===== config.mk =====
export PLATFORM = sky130hd
export DESIGN_NAME = rvx_front
export DESIGN_NICKNAME = d
export VERILOG_FILES = /design/src/design/rvx_pkg.sv /design/src/design/rvx_front.sv
export SDC_FILE = /design/constraint.sdc
export NUM_CORES = 1
export LEC_CHECK = 0
export BUFFER_PORTS_ARGS = -buffer_cell sky130_fd_sc_hd__buf_2
export CORE_AREA = 2 2 77 79
export DETAILED_ROUTE_END_ITERATION = 7
export DIE_AREA = 0 0 79 81
export GPL_ROUTABILITY_DRIVEN = 0
export SLEW_MARGIN = 40
export SYNTH_ARGS = -nofsm -noshare
export SYNTH_HDL_FRONTEND = slang
export SYNTH_SLANG_ARGS = --single-unit

===== constraint.sdc =====
create_clock -name vclk -period 3.2
set_clock_uncertainty 0.15 [all_clocks]
set_input_delay 0.96 -clock vclk [all_inputs]
set_output_delay 0.96 -clock vclk [all_outputs]
set_load 0.01 [all_outputs]

===== src/design/rvx_pkg.sv =====
package rvx_pkg;

   localparam int REG_COUNT_DEFAULT = 32;
   localparam int QUEUE_DEPTH = 2;

   localparam logic [6:0] OP_LUI    = 7'h37;
   localparam logic [6:0] OP_AUIPC  = 7'h17;
   localparam logic [6:0] OP_JAL    = 7'h6f;
   localparam logic [6:0] OP_JALR   = 7'h67;
   localparam logic [6:0] OP_BRANCH = 7'h63;
   localparam logic [6:0] OP_LOAD   = 7'h03;
   localparam logic [6:0] OP_STORE  = 7'h23;
   localparam logic [6:0] OP_IMM    = 7'h13;
   localparam logic [6:0] OP_REG    = 7'h33;
   localparam logic [6:0] OP_SYSTEM = 7'h73;

   localparam logic [31:0] EBREAK_WORD = 32'h0010_0073;
   localparam logic [6:0]  F7_BASE    = 7'h00;
   localparam logic [6:0]  F7_ALT     = 7'h20;
   localparam logic [6:0]  F7_MULDIV  = 7'h01;
   localparam logic [4:0]  REG_A0     = 5'd10;

   localparam logic [2:0] F3_MUL    = 3'd0;
   localparam logic [2:0] F3_MULH   = 3'd1;
   localparam logic [2:0] F3_MULHU  = 3'd3;
   localparam logic [2:0] F3_DIV    = 3'd4;
   localparam logic [2:0] F3_DIVU   = 3'd5;
   localparam logic [2:0] F3_REM    = 3'd6;

   localparam logic [1:0] MEM_NONE  = 2'd0;
   localparam logic [1:0] MEM_READ  = 2'd1;
   localparam logic [1:0] MEM_WRITE = 2'd2;

   localparam logic [1:0] SIZE_BYTE = 2'd0;
   localparam logic [1:0] SIZE_HALF = 2'd1;
   localparam logic [1:0] SIZE_WORD = 2'd2;

   localparam logic [1:0] STAT_NORMAL  = 2'd0;
   localparam logic [1:0] STAT_TRAP    = 2'd1;
   localparam logic [1:0] STAT_INVALID = 2'd2;

   localparam logic [1:0] KIND_WORD  = 2'd0;
   localparam logic [1:0] KIND_SHALF = 2'd1;
   localparam logic [1:0] KIND_UHALF = 2'd2;
   localparam logic [1:0] KIND_UBYTE = 2'd3;

   typedef enum logic [2:0] {
      CLS_SIMPLE, CLS_MUL, CLS_DIV, CLS_TRAP, CLS_INVALID, CLS_LOADRET
   } cls_type;

   typedef enum logic [2:0] {
      ST_IDLE, ST_EXEC, ST_MUL, ST_DIV, ST_DIVF
   } st_type;

   typedef struct packed {
      logic        action;
      logic [31:0] instruction;
      logic [31:0] pc;
      logic [31:0] load_data;
   } req_type;

   typedef struct packed {
      logic [31:0] next_pc;
      logic [1:0]  mem_request;
      logic [31:0] mem_addr;
      logic [1:0]  mem_size;
      logic [31:0] mem_wdata;
      logic [1:0]  status;
      logic [31:0] trap_value;
   } rsp_type;

   typedef struct packed {
      cls_type     cls;
      logic [31:0] instruction;
      logic [31:0] pc;
      logic [31:0] load_data;
   } item_type;

endpackage


===== src/design/rvx_front.sv =====
module rvx_front import rvx_pkg::*; (
   input  logic     req_valid,
   input  req_type  req_data,
   input  logic     full,
   output logic     push,
   output item_type item
);

   logic [6:0] op;
   logic [2:0] f3;
   logic [6:0] f7;
   cls_type    cls;

   assign op = req_data.instruction[6:0];
   assign f3 = req_data.instruction[14:12];
   assign f7 = req_data.instruction[31:25];

   // classify so the back end knows which work is legal
   always_comb begin
      cls = CLS_INVALID;
      if (req_data.action) begin
         cls = CLS_LOADRET;
      end else begin
         unique case (op)
            OP_LUI, OP_AUIPC, OP_JAL: cls = CLS_SIMPLE;
            OP_JALR:   if (f3 == 3'd0) cls = CLS_SIMPLE;
            OP_BRANCH: if (f3 != 3'd2 && f3 != 3'd3) cls = CLS_SIMPLE;
            OP_LOAD: begin
               case (f3) inside
                  3'd1, 3'd2, 3'd4, 3'd5: cls = CLS_SIMPLE;
                  default: cls = CLS_INVALID;
               endcase
            end
            OP_STORE: if (f3 <= 3'd2) cls = CLS_SIMPLE;
            OP_IMM: begin
               case (f3) inside
                  3'd0, 3'd3, 3'd4, 3'd7: cls = CLS_SIMPLE;
                  3'd1: if (f7 == F7_BASE) cls = CLS_SIMPLE;
                  3'd5: if (f7 == F7_BASE || f7 == F7_ALT) cls = CLS_SIMPLE;
                  default: cls = CLS_INVALID;
               endcase
            end
            OP_REG: begin
               if (f7 == F7_BASE) begin
                  cls = CLS_SIMPLE;
               end else if (f7 == F7_ALT && (f3 == 3'd0 || f3 == 3'd5)) begin
                  cls = CLS_SIMPLE;
               end else if (f7 == F7_MULDIV) begin
                  case (f3) inside
                     F3_MUL, F3_MULH, F3_MULHU: cls = CLS_MUL;
                     F3_DIV, F3_DIVU, F3_REM:   cls = CLS_DIV;
                     default: cls = CLS_INVALID;
                  endcase
               end
            end
            OP_SYSTEM: if (req_data.instruction == EBREAK_WORD) cls = CLS_TRAP;
            default: cls = CLS_INVALID;
         endcase
      end
   end

   assign push             = req_valid && !full;
   assign item.cls         = cls;
   assign item.instruction = req_data.instruction;
   assign item.pc          = req_data.pc;
   assign item.load_data   = req_data.load_data;

endmodule


After elaboration in Yosys (flattened, before gate mapping)
Cells that the tools add are included.
{"block": "word_totals", "ff_bits": 0, "inputBits": 99, "elab_cells": 53}
{"block": "op_classes", "n_lt_le_gt_ge": 1, "eq_ne": 22, "n_mux": 17, "n_reduce_logical": 13}
{"cell": "3-bit two-way mux", "count": 16}
{"cell": "32-bit by 21-bit == test with 1-bit output, second input constant", "count": 1}
{"cell": "7-bit by 6-bit == test with 1-bit output, second input constant", "count": 4}
{"cell": "7-bit == test, second input constant", "count": 4}
{"cell": "3-bit one-hot mux with 8 select lines", "count": 1}
{"cell": "7-bit by 5-bit == test with 1-bit output, second input constant", "count": 2}
{"cell": "3-bit == test, second input constant", "count": 4}
{"cell": "3-bit OR reduction", "count": 3}
{"cell": "4-bit OR reduction", "count": 2}
{"cell": "7-bit by 1-bit == test with 1-bit output, second input constant", "count": 1}
{"cell": "7-bit by 2-bit == test with 1-bit output, second input constant", "count": 1}
{"cell": "7-bit logical NOT", "count": 1}
{"cell": "3-bit by 2-bit == test with 1-bit output, second input constant", "count": 2}
{"cell": "3-bit by 2-bit inequality test with 1-bit output, second input constant", "count": 2}
{"cell": "3-bit by 1-bit == test with 1-bit output, second input constant", "count": 1}
{"cell": "3-bit by 2-bit less-or-equal comparator with 1-bit output, second input constant", "count": 1}
{"cell": "1-bit logical AND", "count": 3}
{"cell": "3-bit logical NOT", "count": 1}
{"cell": "1-bit logical OR", "count": 2}
{"cell": "1-bit logical NOT", "count": 1}

Longest topological paths before layout
{"block": "logic_depth", "ltp_word": 9, "depth_mapped": 6, "mapped_depth_nobuf": 5}

Worst setup path after synthesis
OpenSTA, ideal clock, no wires.
{"block": "synth_timing", "path_type": "input to output", "from": "in req_data[91] (netlist name)", "to": "out item[97] (netlist name)", "t_arrival_ns": 2.013, "required_ns": 2.090, "setup_slack_ns": 0.077, "stages": 5, "path_cell_list": "or4_4 -> nor2_4 -> nand4b_1 -> o22ai_1 -> and2_1"}
{"item": "from (decl)", "line_no": "rvx_front.sv:3", "rtl": "input req_type req_data,"}
{"item": "to (decl)", "line_no": "rvx_front.sv:6", "rtl": "output item_type item"}

==> metrics <==
Post-Place Cells=around 210; total grt overflow=0; Core ar.=5680 um2; Pleak=0.464 nW; vias in the first global route=805; DR vias=832; DIE HEIGHT=81 um; final worst slack=-0.230 ns; Worst EP arrival=around 2.3 ns; initial antenna violation count=0; Final #Nets=240; met3 global-route usage=2.56%; # rows=28; most frequent cell after synthesis=buf_4; synth top area cells=buf_4 67%, nand2_1 2.8%, nor4_1 2.3%; most frequent cells after synthesis=96 x buf_4, 8 x nand2_1, 5 x o21ai_0, 4 x inv_1, 4 x nor4_1; Final Non-Filler Cells=~210; crit share post-route=107%; Syn Nets=252; register area=0 um2; maximum vdd drop=roughly 0.022 mV; violated checks=negative setup slack; WS Path Type=input port to output pin; Pre-antenna DRT Iters=4; sequential cell count=0; Startpoint Class=input port; Worst Tran Pin Value=0.353 ns; # clk buffers=0; DRC=0; post-synth top area share=67.2%; detail-routed via count per cell=between 3 and 4; die area=6400 um2; RSZ-0062 raised after global routing=true; DRT Wirelength=2780 um; count of maximum capacitance violations=0; DR WL/cell=13.0 um; met1 Resource Use GR=about 6.7%; placed wire-length estimate=2460 um; worst min path class=input port to output pin; GRT Resource Usage Total=7.65%; Iter 0 DRT Violations=24; Peak Freq=292 MHz; filler cell count=678; Pwr Density=between 100 and 150 nW/um2; Final Hold Slack=1.77 ns; remaining antenna violation count=0; Post-CTS Hold Buffers=0; Worst EP required=2.09 ns; minimum clock period=3.43 ns; status=complete, but fails checks; overall power=approximately 0.0001 W; Final setup viols=3; Max FO, Critical Path=4; Fin. Hold Viols=0; IO buf count=between 70 and 80; cell taking the most area after synthesis=buf_4; cells after synthesis=153; largest net degree at the start of global routing=10; Final Util=15.9%; met2 GRT Util=14.6%; sequential area share after synthesis=0%; fin. max-slew vios=0; Top Usage Layer GRT=met2; Area growth, synth to finish=-16.0%; Slew HR=around three quarters; layout cell share with drive strength beyond 1=a little over three fifths; Critical Path End Type=output pin; Syn Area/Cell=7.01 um2; Netlist Area Pre-Place=roughly 1100 um2; initial core utilization=18.9%; IO Pins=a little under 200; Synth cell types=32; die width=79 um; first-pass GRT wire length=3910 um; n_diodes=0; Warnings, synthesis=0
-- final timing paths --
path	endpoint	slack, ns	startpoint	cells past startpoint
max	item[96]	-0.23	req_data[95]	7
min	item[0]	1.77	req_data[0]	0
-- layout make-up --
cell class,count,area (um2),share of cell area [%]
repair buffers,85,467,51.8
multi-input cells,50,325,36.1
well taps,75,93.8,10.4
inverters,4,15.0,1.67
-- layer usage --
metal,share of wire [%],routed length (um),up-vias
met3,14,386,38
met5,0,0,-
met1,31,853,344
met4,7.1,198,0
met2,48,1340,60
li1,-,-,390
-- cells by family (layout without fill, tap and decap cells) --
logic type / after synthesis / in the layout / share of synthesized area (%)
AOI/OAI and AO/OA: 17 / 17 / 9.92
buffers and inverters: 103 / 89 / 69.7
and+or+nand+nor: 32 / 32 / 19.6
xor gates and xnor gates: 1 / 1 / 0.817
-- layout by cell type, fill, tap and decap left out, types with 2 or more instances in the layout --
| cell type | synthesis | layout |
|---|---|---|
| buf_2 | 0 | 70 |
| buf_4 | 96 | 14 |
| nand2_1 | 8 | 8 |
| o21ai_0 | 5 | 5 |
| inv_1 | 4 | 4 |
| nor4_1 | 4 | 4 |
| a21oi_1 | 3 | 3 |
| nor2_1 | 2 | 2 |
| o21ai_1 | 2 | 2 |
| nand4_1 | 2 | 2 |
| nor2b_1 | 2 | 2 |
| nor3_1 | 2 | 2 |
-- power breakdown --
group | switching (W) | internal, W
sequential | 0 | 0
clock | 0 | 0
combinational | 0.0000496 | 0.0000485
total | 0.0000496 | 0.0000485
-- stage by stage --
stage / setup TNS, ns / instance area, um2 / setup slack, ns
finish: -0.549 / 901 / -0.230
global route: -0.827 / 901 / -0.305
CTS: -0.570 / 893 / -0.221
detailed placement: -0.563 / 880 / -0.226
global placement: -0.499 / 880 / -0.181
floorplan: 0 / 1070 / 0.0773
-- timing repair --
item,4_1_cts,5_1_grt
endpoints found under the setup margin,3,3
pin swaps,6,5
buffers inserted,1,1
gates resized for setup,1,0
-- worst max-delay path, stage by stage --
cell and delay [ns]:
buf_6 0.09, or4_4 0.54, nor2_4 0.14, nand4b_1 0.14
buf_4 0.16, o221ai_1 0.12, buf_2 0.17
Note: power is estimated with default switching activity, not from simulation.
