<file path="src/design/rvx_pkg.sv">
package rvx_pkg;

   localparam int REG_COUNT_DEFAULT = 32;
   localparam int QUEUE_DEPTH = 2;

   localparam logic [6:0] OP_LUI    = 7'h37;
   localparam logic [6:0] OP_AUIPC  = 7'h17;
   localparam logic [6:0] OP_JAL    = 7'h6f;
   localparam logic [6:0] OP_JALR   = 7'h67;
   localparam logic [6:0] OP_BRANCH = 7'h63;
   localparam logic [6:0] OP_LOAD   = 7'h03;
   localparam logic [6:0] OP_STORE  = 7'h23;
   localparam logic [6:0] OP_IMM    = 7'h13;
   localparam logic [6:0] OP_REG    = 7'h33;
   localparam logic [6:0] OP_SYSTEM = 7'h73;

   localparam logic [31:0] EBREAK_WORD = 32'h0010_0073;
   localparam logic [6:0]  F7_BASE    = 7'h00;
   localparam logic [6:0]  F7_ALT     = 7'h20;
   localparam logic [6:0]  F7_MULDIV  = 7'h01;
   localparam logic [4:0]  REG_A0     = 5'd10;

   localparam logic [2:0] F3_MUL    = 3'd0;
   localparam logic [2:0] F3_MULH   = 3'd1;
   localparam logic [2:0] F3_MULHU  = 3'd3;
   localparam logic [2:0] F3_DIV    = 3'd4;
   localparam logic [2:0] F3_DIVU   = 3'd5;
   localparam logic [2:0] F3_REM    = 3'd6;

   localparam logic [1:0] MEM_NONE  = 2'd0;
   localparam logic [1:0] MEM_READ  = 2'd1;
   localparam logic [1:0] MEM_WRITE = 2'd2;

   localparam logic [1:0] SIZE_BYTE = 2'd0;
   localparam logic [1:0] SIZE_HALF = 2'd1;
   localparam logic [1:0] SIZE_WORD = 2'd2;

   localparam logic [1:0] STAT_NORMAL  = 2'd0;
   localparam logic [1:0] STAT_TRAP    = 2'd1;
   localparam logic [1:0] STAT_INVALID = 2'd2;

   localparam logic [1:0] KIND_WORD  = 2'd0;
   localparam logic [1:0] KIND_SHALF = 2'd1;
   localparam logic [1:0] KIND_UHALF = 2'd2;
   localparam logic [1:0] KIND_UBYTE = 2'd3;

   typedef enum logic [2:0] {
      CLS_SIMPLE, CLS_MUL, CLS_DIV, CLS_TRAP, CLS_INVALID, CLS_LOADRET
   } cls_type;

   typedef enum logic [2:0] {
      ST_IDLE, ST_EXEC, ST_MUL, ST_DIV, ST_DIVF
   } st_type;

   typedef struct packed {
      logic        action;
      logic [31:0] instruction;
      logic [31:0] pc;
      logic [31:0] load_data;
   } req_type;

   typedef struct packed {
      logic [31:0] next_pc;
      logic [1:0]  mem_request;
      logic [31:0] mem_addr;
      logic [1:0]  mem_size;
      logic [31:0] mem_wdata;
      logic [1:0]  status;
      logic [31:0] trap_value;
   } rsp_type;

   typedef struct packed {
      cls_type     cls;
      logic [31:0] instruction;
      logic [31:0] pc;
      logic [31:0] load_data;
   } item_type;

endpackage

</file>
<file path="src/design/rvx_queue.sv">
module rvx_queue import rvx_pkg::*; (
   input  logic     clock,
   input  logic     reset,
   input  logic     push,
   input  item_type push_item,
   input  logic     pop,
   output logic     full,
   output logic     head_valid,
   output item_type head
);

   localparam int PW = (QUEUE_DEPTH > 1) ? $clog2(QUEUE_DEPTH) : 1;
   localparam int CW = $clog2(QUEUE_DEPTH + 1);
   localparam logic [CW-1:0] DEPTH_C = CW'(QUEUE_DEPTH);
   localparam logic [PW-1:0] LAST_C  = PW'(QUEUE_DEPTH - 1);

   item_type      ent_ff [QUEUE_DEPTH];
   logic [PW-1:0] wp_ff, rp_ff;
   logic [CW-1:0] cnt_ff;

   assign full       = (cnt_ff == DEPTH_C);
   assign head_valid = (cnt_ff != '0);
   assign head       = ent_ff[rp_ff];

   always_ff @(posedge clock) begin
      if (reset) begin
         wp_ff  <= '0;
         rp_ff  <= '0;
         cnt_ff <= '0;
      end else begin
         if (push) begin
            wp_ff <= (wp_ff == LAST_C) ? '0 : wp_ff + 1'b1;
         end
         if (pop) begin
            rp_ff <= (rp_ff == LAST_C) ? '0 : rp_ff + 1'b1;
         end
         if (push && !pop) begin
            cnt_ff <= cnt_ff + 1'b1;
         end else if (pop && !push) begin
            cnt_ff <= cnt_ff - 1'b1;
         end
      end
   end

   always_ff @(posedge clock) begin
      if (push) begin
         ent_ff[wp_ff] <= push_item;
      end
   end

endmodule

</file>
<file path="config.mk">
export PLATFORM = sky130hd
export DESIGN_NAME = rvx_queue
export DESIGN_NICKNAME = d
export VERILOG_FILES = /design/src/design/rvx_pkg.sv /design/src/design/rvx_queue.sv
export SDC_FILE = /design/constraint.sdc
export NUM_CORES = 1
export LEC_CHECK = 0
export BUFFER_PORTS_ARGS = -buffer_cell sky130_fd_sc_hd__clkbuf_2
export CELL_PAD_IN_SITES_DETAIL_PLACEMENT = 1
export CELL_PAD_IN_SITES_GLOBAL_PLACEMENT = 1
export CORE_ASPECT_RATIO = 2
export CORE_MARGIN = 2
export CORE_UTILIZATION = 44
export CTS_CLUSTER_SIZE = 25
export DETAILED_ROUTE_END_ITERATION = 10
export PLACE_DENSITY_LB_ADDON = 0.05
export SETUP_SLACK_MARGIN = 0.15
export SLEW_MARGIN = 40
export SYNTH_ARGS = -nofsm -noshare
export SYNTH_HDL_FRONTEND = slang
export SYNTH_SLANG_ARGS = --single-unit
export TNS_END_PERCENT = 30
</file>
<file path="constraint.sdc">
create_clock -name clock -period 6.1 [get_ports clock]
set_input_delay 0.61 -clock clock [delete_from_list [all_inputs] [get_ports clock]]
set_output_delay 0.61 -clock clock [all_outputs]
set_load 0.005 [all_outputs]
</file>
### Word-level counts from Yosys, hierarchy flattened

Memory sizes are Yosys's and may differ from the RTL's. A register that Yosys moved wholly into a read port is not among the register bits.
Index checks and enable logic that the tools add are counted.

* latch bits: 0
* word-level logic and storage cells: 23
* memories kept: 1
* memory bits (read-only): 0
* bits in writable memories: 198
* output and inout bits: 101
* register bits: 4

Memories
* ent_ff: depth 2, bits a word 99, rd ports 1, clocked after Yosys merged registers in 1, write ports 1, RTL line rvx_queue.sv:17 `item_type ent_ff [QUEUE_DEPTH];`

* $add $sub $neg: 4
* multiplexer cells: 8
* $mul: 0
* reductions and logical operators: 6
* order comparisons: 0
* equal/unequal tests: 1
* shift operators: 0
* bitwise logic cells: 0
* div/mod/pow operators: 0

Operator list (number)
* $mux W1: 6
* $mux W2: 2
* $reduce_bool A2 Y1: 2
* $add A1 B1 Y1 const B: 2
* $add A2 B1 Y2 const B: 1
* $eq A2 B2 Y1 const B: 1
* $logic_and A1 B1 Y1: 2
* $logic_not A1 Y1: 2
* $sub A2 B1 Y2 const B: 1

### Logic depth before layout (Yosys ltp)

Gate-level depths: netlist (run 1).

* depth in word-level cells: 4
* depth in mapped cells: 5

### Worst setup path after synthesis (run 1)

OpenSTA, ideal clock, no wires.

* kind: in2reg
* start: in push
* end: mem ent_ff[0][0] in the netlist's numbering, enable pin
* setup time: 569 ps
* cell stages on the path: 1
* buffers on the path: 0
* slack: 611 ps
* data required time: 5531 ps
* data arrival time: 4919 ps
* path through: nor2b_1

* cells in the longest elaborated chain, start to end: 2

RTL lines
* start: declaration: RTL line rvx_queue.sv:4 `input logic push,`
* $mux W1: RTL line rvx_queue.sv:46 `if (push) begin`
* $mux W1 (not written as such): RTL line rvx_queue.sv:47 `ent_ff[wp_ff] <= push_item;`
* end: declaration: RTL line rvx_queue.sv:17

No other way between the ends.

==> metrics, run 1 <==
CTS tree built; port bufs 203; unrepaired setup endpoints after global routing no; cts hold-fix bufs 0; die footprint 17900 um^2; clock root cell clkbuf_16; Synth top cells by count 198 x edfxtp_1, 89 x mux2_2, 10 x mux2_4; Leakage 0.00351 uW; nature of the critical path endpoint output pin; period utilization 52.5%; register area share after synthesis 81.9%; ys async rst share 0%; GRT Total Usage 15.6%; initial core utilization 44.5%; most common cell in the netlist edfxtp_1; DIE WIDTH 95.6 um; row cnt 67; WL final 14000 um; first-pass GRT wire length 21500 um; Post-Syn Instances 330; critical path required time 5.49 ns; Mean Syn Cell Area 22.4 um^2; status finished clean; element type at the critical path start flop; routed vias 3770; post-route minimum period 3.20 ns; Least-Margin Pin Slew 0.781 ns; ys flop type edfxtp_1; area grow syn2layout 24.4%; Die Y 187 um; final slew viol count 0; number of global-route vias before repair 4043; CP max FO 50; Remaining DRCs 0; GPL Wtd Cong 0.685; top post-synthesis cells by area edfxtp_1 81%, mux2_2 14%, mux2_4 2.0%; Setup Buffers After CTS 0; area of the core 16600 um^2; pin count of the biggest net entering global routing 58; ratio of cells with drive above 1 in the final layout 60.0%; vias per cell 4.92; Nets 650; ANT nets after route 0; Multi-input gate area 1270 um^2; max incr delay on CP 0.80 ns; fillers 1563; drt pass-1 iters 4; cells along the critical path buf_4 -> mux2_2 -> clkbuf_2; syn nets 434; post-synth top area share 80.6%; Yosys reg bits 203; mean routed wirelength per cell 18.2 um; Yosys cell types 17; delay-heaviest family, CP buffers and inverters; Max Cap Viol 0; global route overflow 0; max frequency 312 MHz; TNS Setup 0 ns; Worst slew margin 48.0%; initial antenna violation count 1; latest clock arrival within the worst-skew pair 0.47 ns; Hold Crit Class input port to flop; count of final setup violators 0; yosys warns 0; number of DRC markers in iteration 0 142; WP data arrival 2.59 ns; Synth Cell Area 7380 um^2; final hold violation count 0; Placement Cell Area 8620 um^2; Bufs and invs on worst path 2; maximum vdd drop 0.273 mV; Yosys top cell by area edfxtp_1; power per cell area 329 nW/um^2; Post-synth EDFFs 198; H-tree levels 1; Crit Path Class flop to output pin; clk buf depth 3; TritonCTS Buffers 18; slowest stage cell, crit path dfxtp_4; # IOs 204; Design Area, Final 9180 um^2; CTS resizes 0; hpwl dp 9370 um; clk sinks 203; Reg area 6050 um^2; Worst Skew 0.00647 ns; Reg clk slew, reported paths 0.06 ns
## routing by layer
| metal | wire length (um) | track usage (%) | up-vias |
|---|---|---|---|
| met2 | 7030 | 25.7 | 153 |
| met4 | 386 | 6.15 | 0 |
| met3 | 1390 | 5.56 | 23 |
| met1 | 5150 | 18.5 | 1852 |
| li1 | - | - | 1742 |
| met5 | 0 | 0 | - |
## sequential cells by signal, summed over array words and instances, names as in the netlist, named ones only
name and cells:
rp_ff 1, cnt_ff 2, wp_ff 1, ent_ff 198
## layout make-up
| class | instances | area share, % |
|---|---|---|
| Sequential cell | 203 | 65.9 |
| Multi-Input combinational cell | 115 | 13.8 |
| Timing Repair Buffer | 207 | 11.4 |
| Clock buffer | 23 | 5.34 |
| Tap cell | 207 | 2.82 |
| Clock inverter | 9 | 0.722 |
| Inverter | 1 | 0.0409 |
| Antenna cell | 1 | 0.0272 |
## stage by stage
stage | std cells | hold slack (ns) | util [%] | power (uW) | worst slack [ns]
floorplan | 330 | 0.456 | - | 1850 | 0.611
global placement | 733 | 0.487 | 52.0 | 1980 | 3.34
detailed placement | 733 | 0.514 | 52.0 | 1990 | 3.35
CTS | 765 | 0.303 | 55.3 | 3070 | 2.83
global route | 766 | 0.306 | 55.3 | 3140 | 2.70
finish | 766 | 0.322 | 55.3 | 3020 | 2.90
## cells in the final DEF (no fill, tap or decap), drive strengths merged, types with 2 or more instances in the layout
cell and n:
buf 4, clkbuf 226, clkinv 8, dfxtp 5
edfxtp 198, mux2 99, nor2 4, nor2b 2
xnor2 2, xor2 2
## cells by family (layout without fill, tap and decap cells)
kind of cell    after synthesis  count (layout)  share of synthesized area, %
compound gates                2               2                         0.136
flops                       203             203                          81.9
buf+inv                      12             240                          1.05
xor+xnor                      4               4                         0.475
other cells                   0               1                             0
simple gates                  9               9                         0.627
fa+ha+maj                     1               1                         0.170
mux                          99              99                          15.6
## report_power, final
part / total [uW] / internal [uW] / leakage (uW) / switching (uW)
Combinational: 292 / 154 / 0.00133 / 138
Sequential: 1660 / 1630 / 0.00190 / 33.2
Clock: 1070 / 612 / 0.000277 / 460
Total: 3020 / 2390 / 0.00351 / 631
## path summary, 6_finish.rpt
path	cells after the start	end	slack [ns]	startpoint
max	3	head[56]	2.90	flop
min	1	ent_ff[0][83]$_DFFE_PP_	0.32	push_item[83]
max reg2reg	2	ent_ff[1][13]$_DFFE_PP_	3.99	wp_ff$_SDFFE_PP0P_
min reg2reg	2	cnt_ff[1]$_SDFFE_PP0P_	0.51	cnt_ff[1]$_SDFFE_PP0P_
No activity file was read; power rests on OpenSTA's default activity.
==> run 2: changes to the inputs <==
Settings changed: ABC_AREA set to 1, CORE_UTILIZATION 44 to 39.
Clock period 6.1 ns to 2.7 ns, I/O delays scaled along.
==> run 2 against run 1 <==
Critical path depth did not move. Sequential share of layout area is 7.2 points lower. Non-clock buffer count rose by 101. Critical endpoint is now head[42].
==> metrics, run 2 <==
maximum vdd drop 0.566 mV; Seq pwr share 53.8%; TritonCTS Buffers 19; ratio of cells with drive above 1 in the final layout 50.0%; Leakage 0.00397 uW; total power 6880 uW; Bufs and invs on worst path 2; cell-internal power 5380 uW; H-tree levels 1; cells along the critical path buf_12 -> mux2_2 -> clkbuf_2; Synth Cell Area 7400 um^2; port bufs 203; clk sinks 203; Antenna Diode Count 0; yosys warns 0; hpwl dp 10300 um; CTS tree built; total net switching power 1500 uW; Yosys reg bits 203; top post-synthesis cells by area edfxtp_1 80%, mux2_2 14%, mux2_4 2.0%; delay-heaviest family, CP flip-flops; biggest regs ent_ff x198, cnt_ff x2; mean routed wirelength per cell 17.5 um; GPL Wtd Cong 0.701; row cnt 71; Setup Buffers After CTS 0; ys flop type edfxtp_1; drt pass-1 iters 4; global route overflow 0; initial core utilization 39.5%; Worst Skew 0.0114 ns; switching fraction of total power 21.7%; Hold Crit Class input port to flop; Yosys cell types 16; count of final setup violators 0; number of global-route vias before repair 4792; unrepaired setup endpoints after global routing no; number of DRC markers in iteration 0 90; final hold violation count 0; final core utilization 55.0%; most frequent cells in the layout 203 x clkbuf_2, 198 x edfxtp_1, 99 x dlygate4sd3_1; die footprint 20200 um^2; post-synth top area share 80.4%; max frequency 436 MHz; WP depth 3; routed vias 4209; GRT Total Usage 16.0%; ANT nets after route 0; CP max FO 45; WP data arrival 2.02 ns; latest clock arrival within the worst-skew pair 0.49 ns; Reg clk slew, reported paths 0.06 ns; status finished clean; element type at the critical path start flop; critical path required time 2.43 ns; clk buf depth 3; R2R cell count 3; Post-Syn Instances 341; Mean Syn Cell Area 21.7 um^2; WL final 16200 um; Yosys top cell by area edfxtp_1; final slew viol count 0; area of the core 18700 um^2; DIE WIDTH 101 um; vias per cell 4.55; syn nets 445; Least-Margin Pin Slew 0.479 ns; nature of the critical path endpoint output pin; Synth top cells by count 198 x edfxtp_1, 89 x mux2_2, 10 x mux2_4; first-pass GRT wire length 24800 um; initial antenna violation count 0; register area share after synthesis 81.7%; largest reg by FF count ent_ff; power per cell area 667 nW/um^2; Remaining DRCs 0; pin count of the biggest net entering global routing 74; Nets 763; post-route minimum period 2.29 ns; Worst slew margin 68.1%; Fin Hold WS 0.0152 ns; leading cell type in the layout, fill and taps excluded clkbuf_2; most common cell in the netlist edfxtp_1; Max Cap Viol 0; period utilization 84.9%; area grow syn2layout 39.4%; Worst Hold Depth 2; clock root cell clkbuf_16; clock share of power 34.8%; CTS resizes 0; ys async rst share 0%; Post-synth EDFFs 198; Crit Path Class flop to output pin; combinational cell fraction of total power 11.4%; max incr delay on CP 0.65 ns; slowest stage cell, crit path dfxtp_4; max FFs per register 198; # IOs 204; Die Y 199 um
run 2: cell count changes after synthesis, sizes merged, moves of 2 or more:
cell,before,now
inv,1,9
nor2b,2,0
nand2,0,6
xor2,2,0
nor2,4,6
run 2: what timing repair did:
| item | 4_1_cts | 5_1_grt |
|---|---|---|
| hold buffers | 99 | 0 |
| hold endpoints to repair | 198 | 0 |
| setup endpoints to repair | 0 | 0 |
run 2: kinds of logic after synthesis:
logic type,Yosys count,synth area share [%]
adders and majority gates,1,0.169
buffers and inverters,20,1.45
DFF,203,81.7
and+or+nand+nor,15,0.829
xor gates and xnor gates,1,0.118
AOI/OAI and AO/OA,2,0.135
muxes,99,15.6
run 2: path summary, 6_finish.rpt:
path	endpoint	slack [ns]	start
setup / recovery	head[42]	0.41	flop
hold / removal	flop	0.02	reset
setup reg to reg	ent_ff[1][51]$_DFFE_PP_	1.23	wp_ff$_SDFFE_PP0P_
hold reg to reg	flop	0.54	rp_ff$_SDFFE_PP0P_
run 2: worst reg2reg max path: cells and delay by family, from the launching register on:
family                 cells  cell delay [ns]
buffers and inverters      2             0.63
DFF                        1             0.39
and+or+nand+nor            1             0.12
run 2: final cells by class:
| type | instances | area (um^2) |
|---|---|---|
| fillers | 1764 | 8430 |
| flip-flops and latches | 203 | 6050 |
| repair buffers | 308 | 2110 |
| multi-input cells | 118 | 1250 |
| clock buffers | 24 | 494 |
| well taps | 255 | 319 |
| clock inverters | 8 | 43.8 |
| inverters | 9 | 36.3 |
run 2: through the flow:
step / instances / instance area, um^2 / worst slack (ns) / TNS, ns
2_1_floorplan: 341 / 7410 / -0.124 / -12.30
3_3_place_gp: 794 / 8780 / 0.863 / 0
3_5_place_dp: 794 / 8780 / 0.864 / 0
4_1_cts: 925 / 10300 / 0.340 / 0
5_1_grt: 925 / 10300 / 0.290 / 0
6_report: 925 / 10300 / 0.407 / 0
run 2: power by group through the flow:
stage	Sequential (uW)	Combinational (uW)	Clock (uW)
floorplan	3750	355	0
global placement	3760	670	0
finish	3700	786	2390
CTS	3710	805	2480
global route	3720	859	2570
detailed placement	3770	683	0
run 2: layer usage:
metal	global-route usage, %	vias up	wire [um]
li1	-	1968	-
met1	16.6	2082	5610
met2	31.1	137	9300
met3	3.72	22	966
met4	4.55	0	298
met5	0	-	0
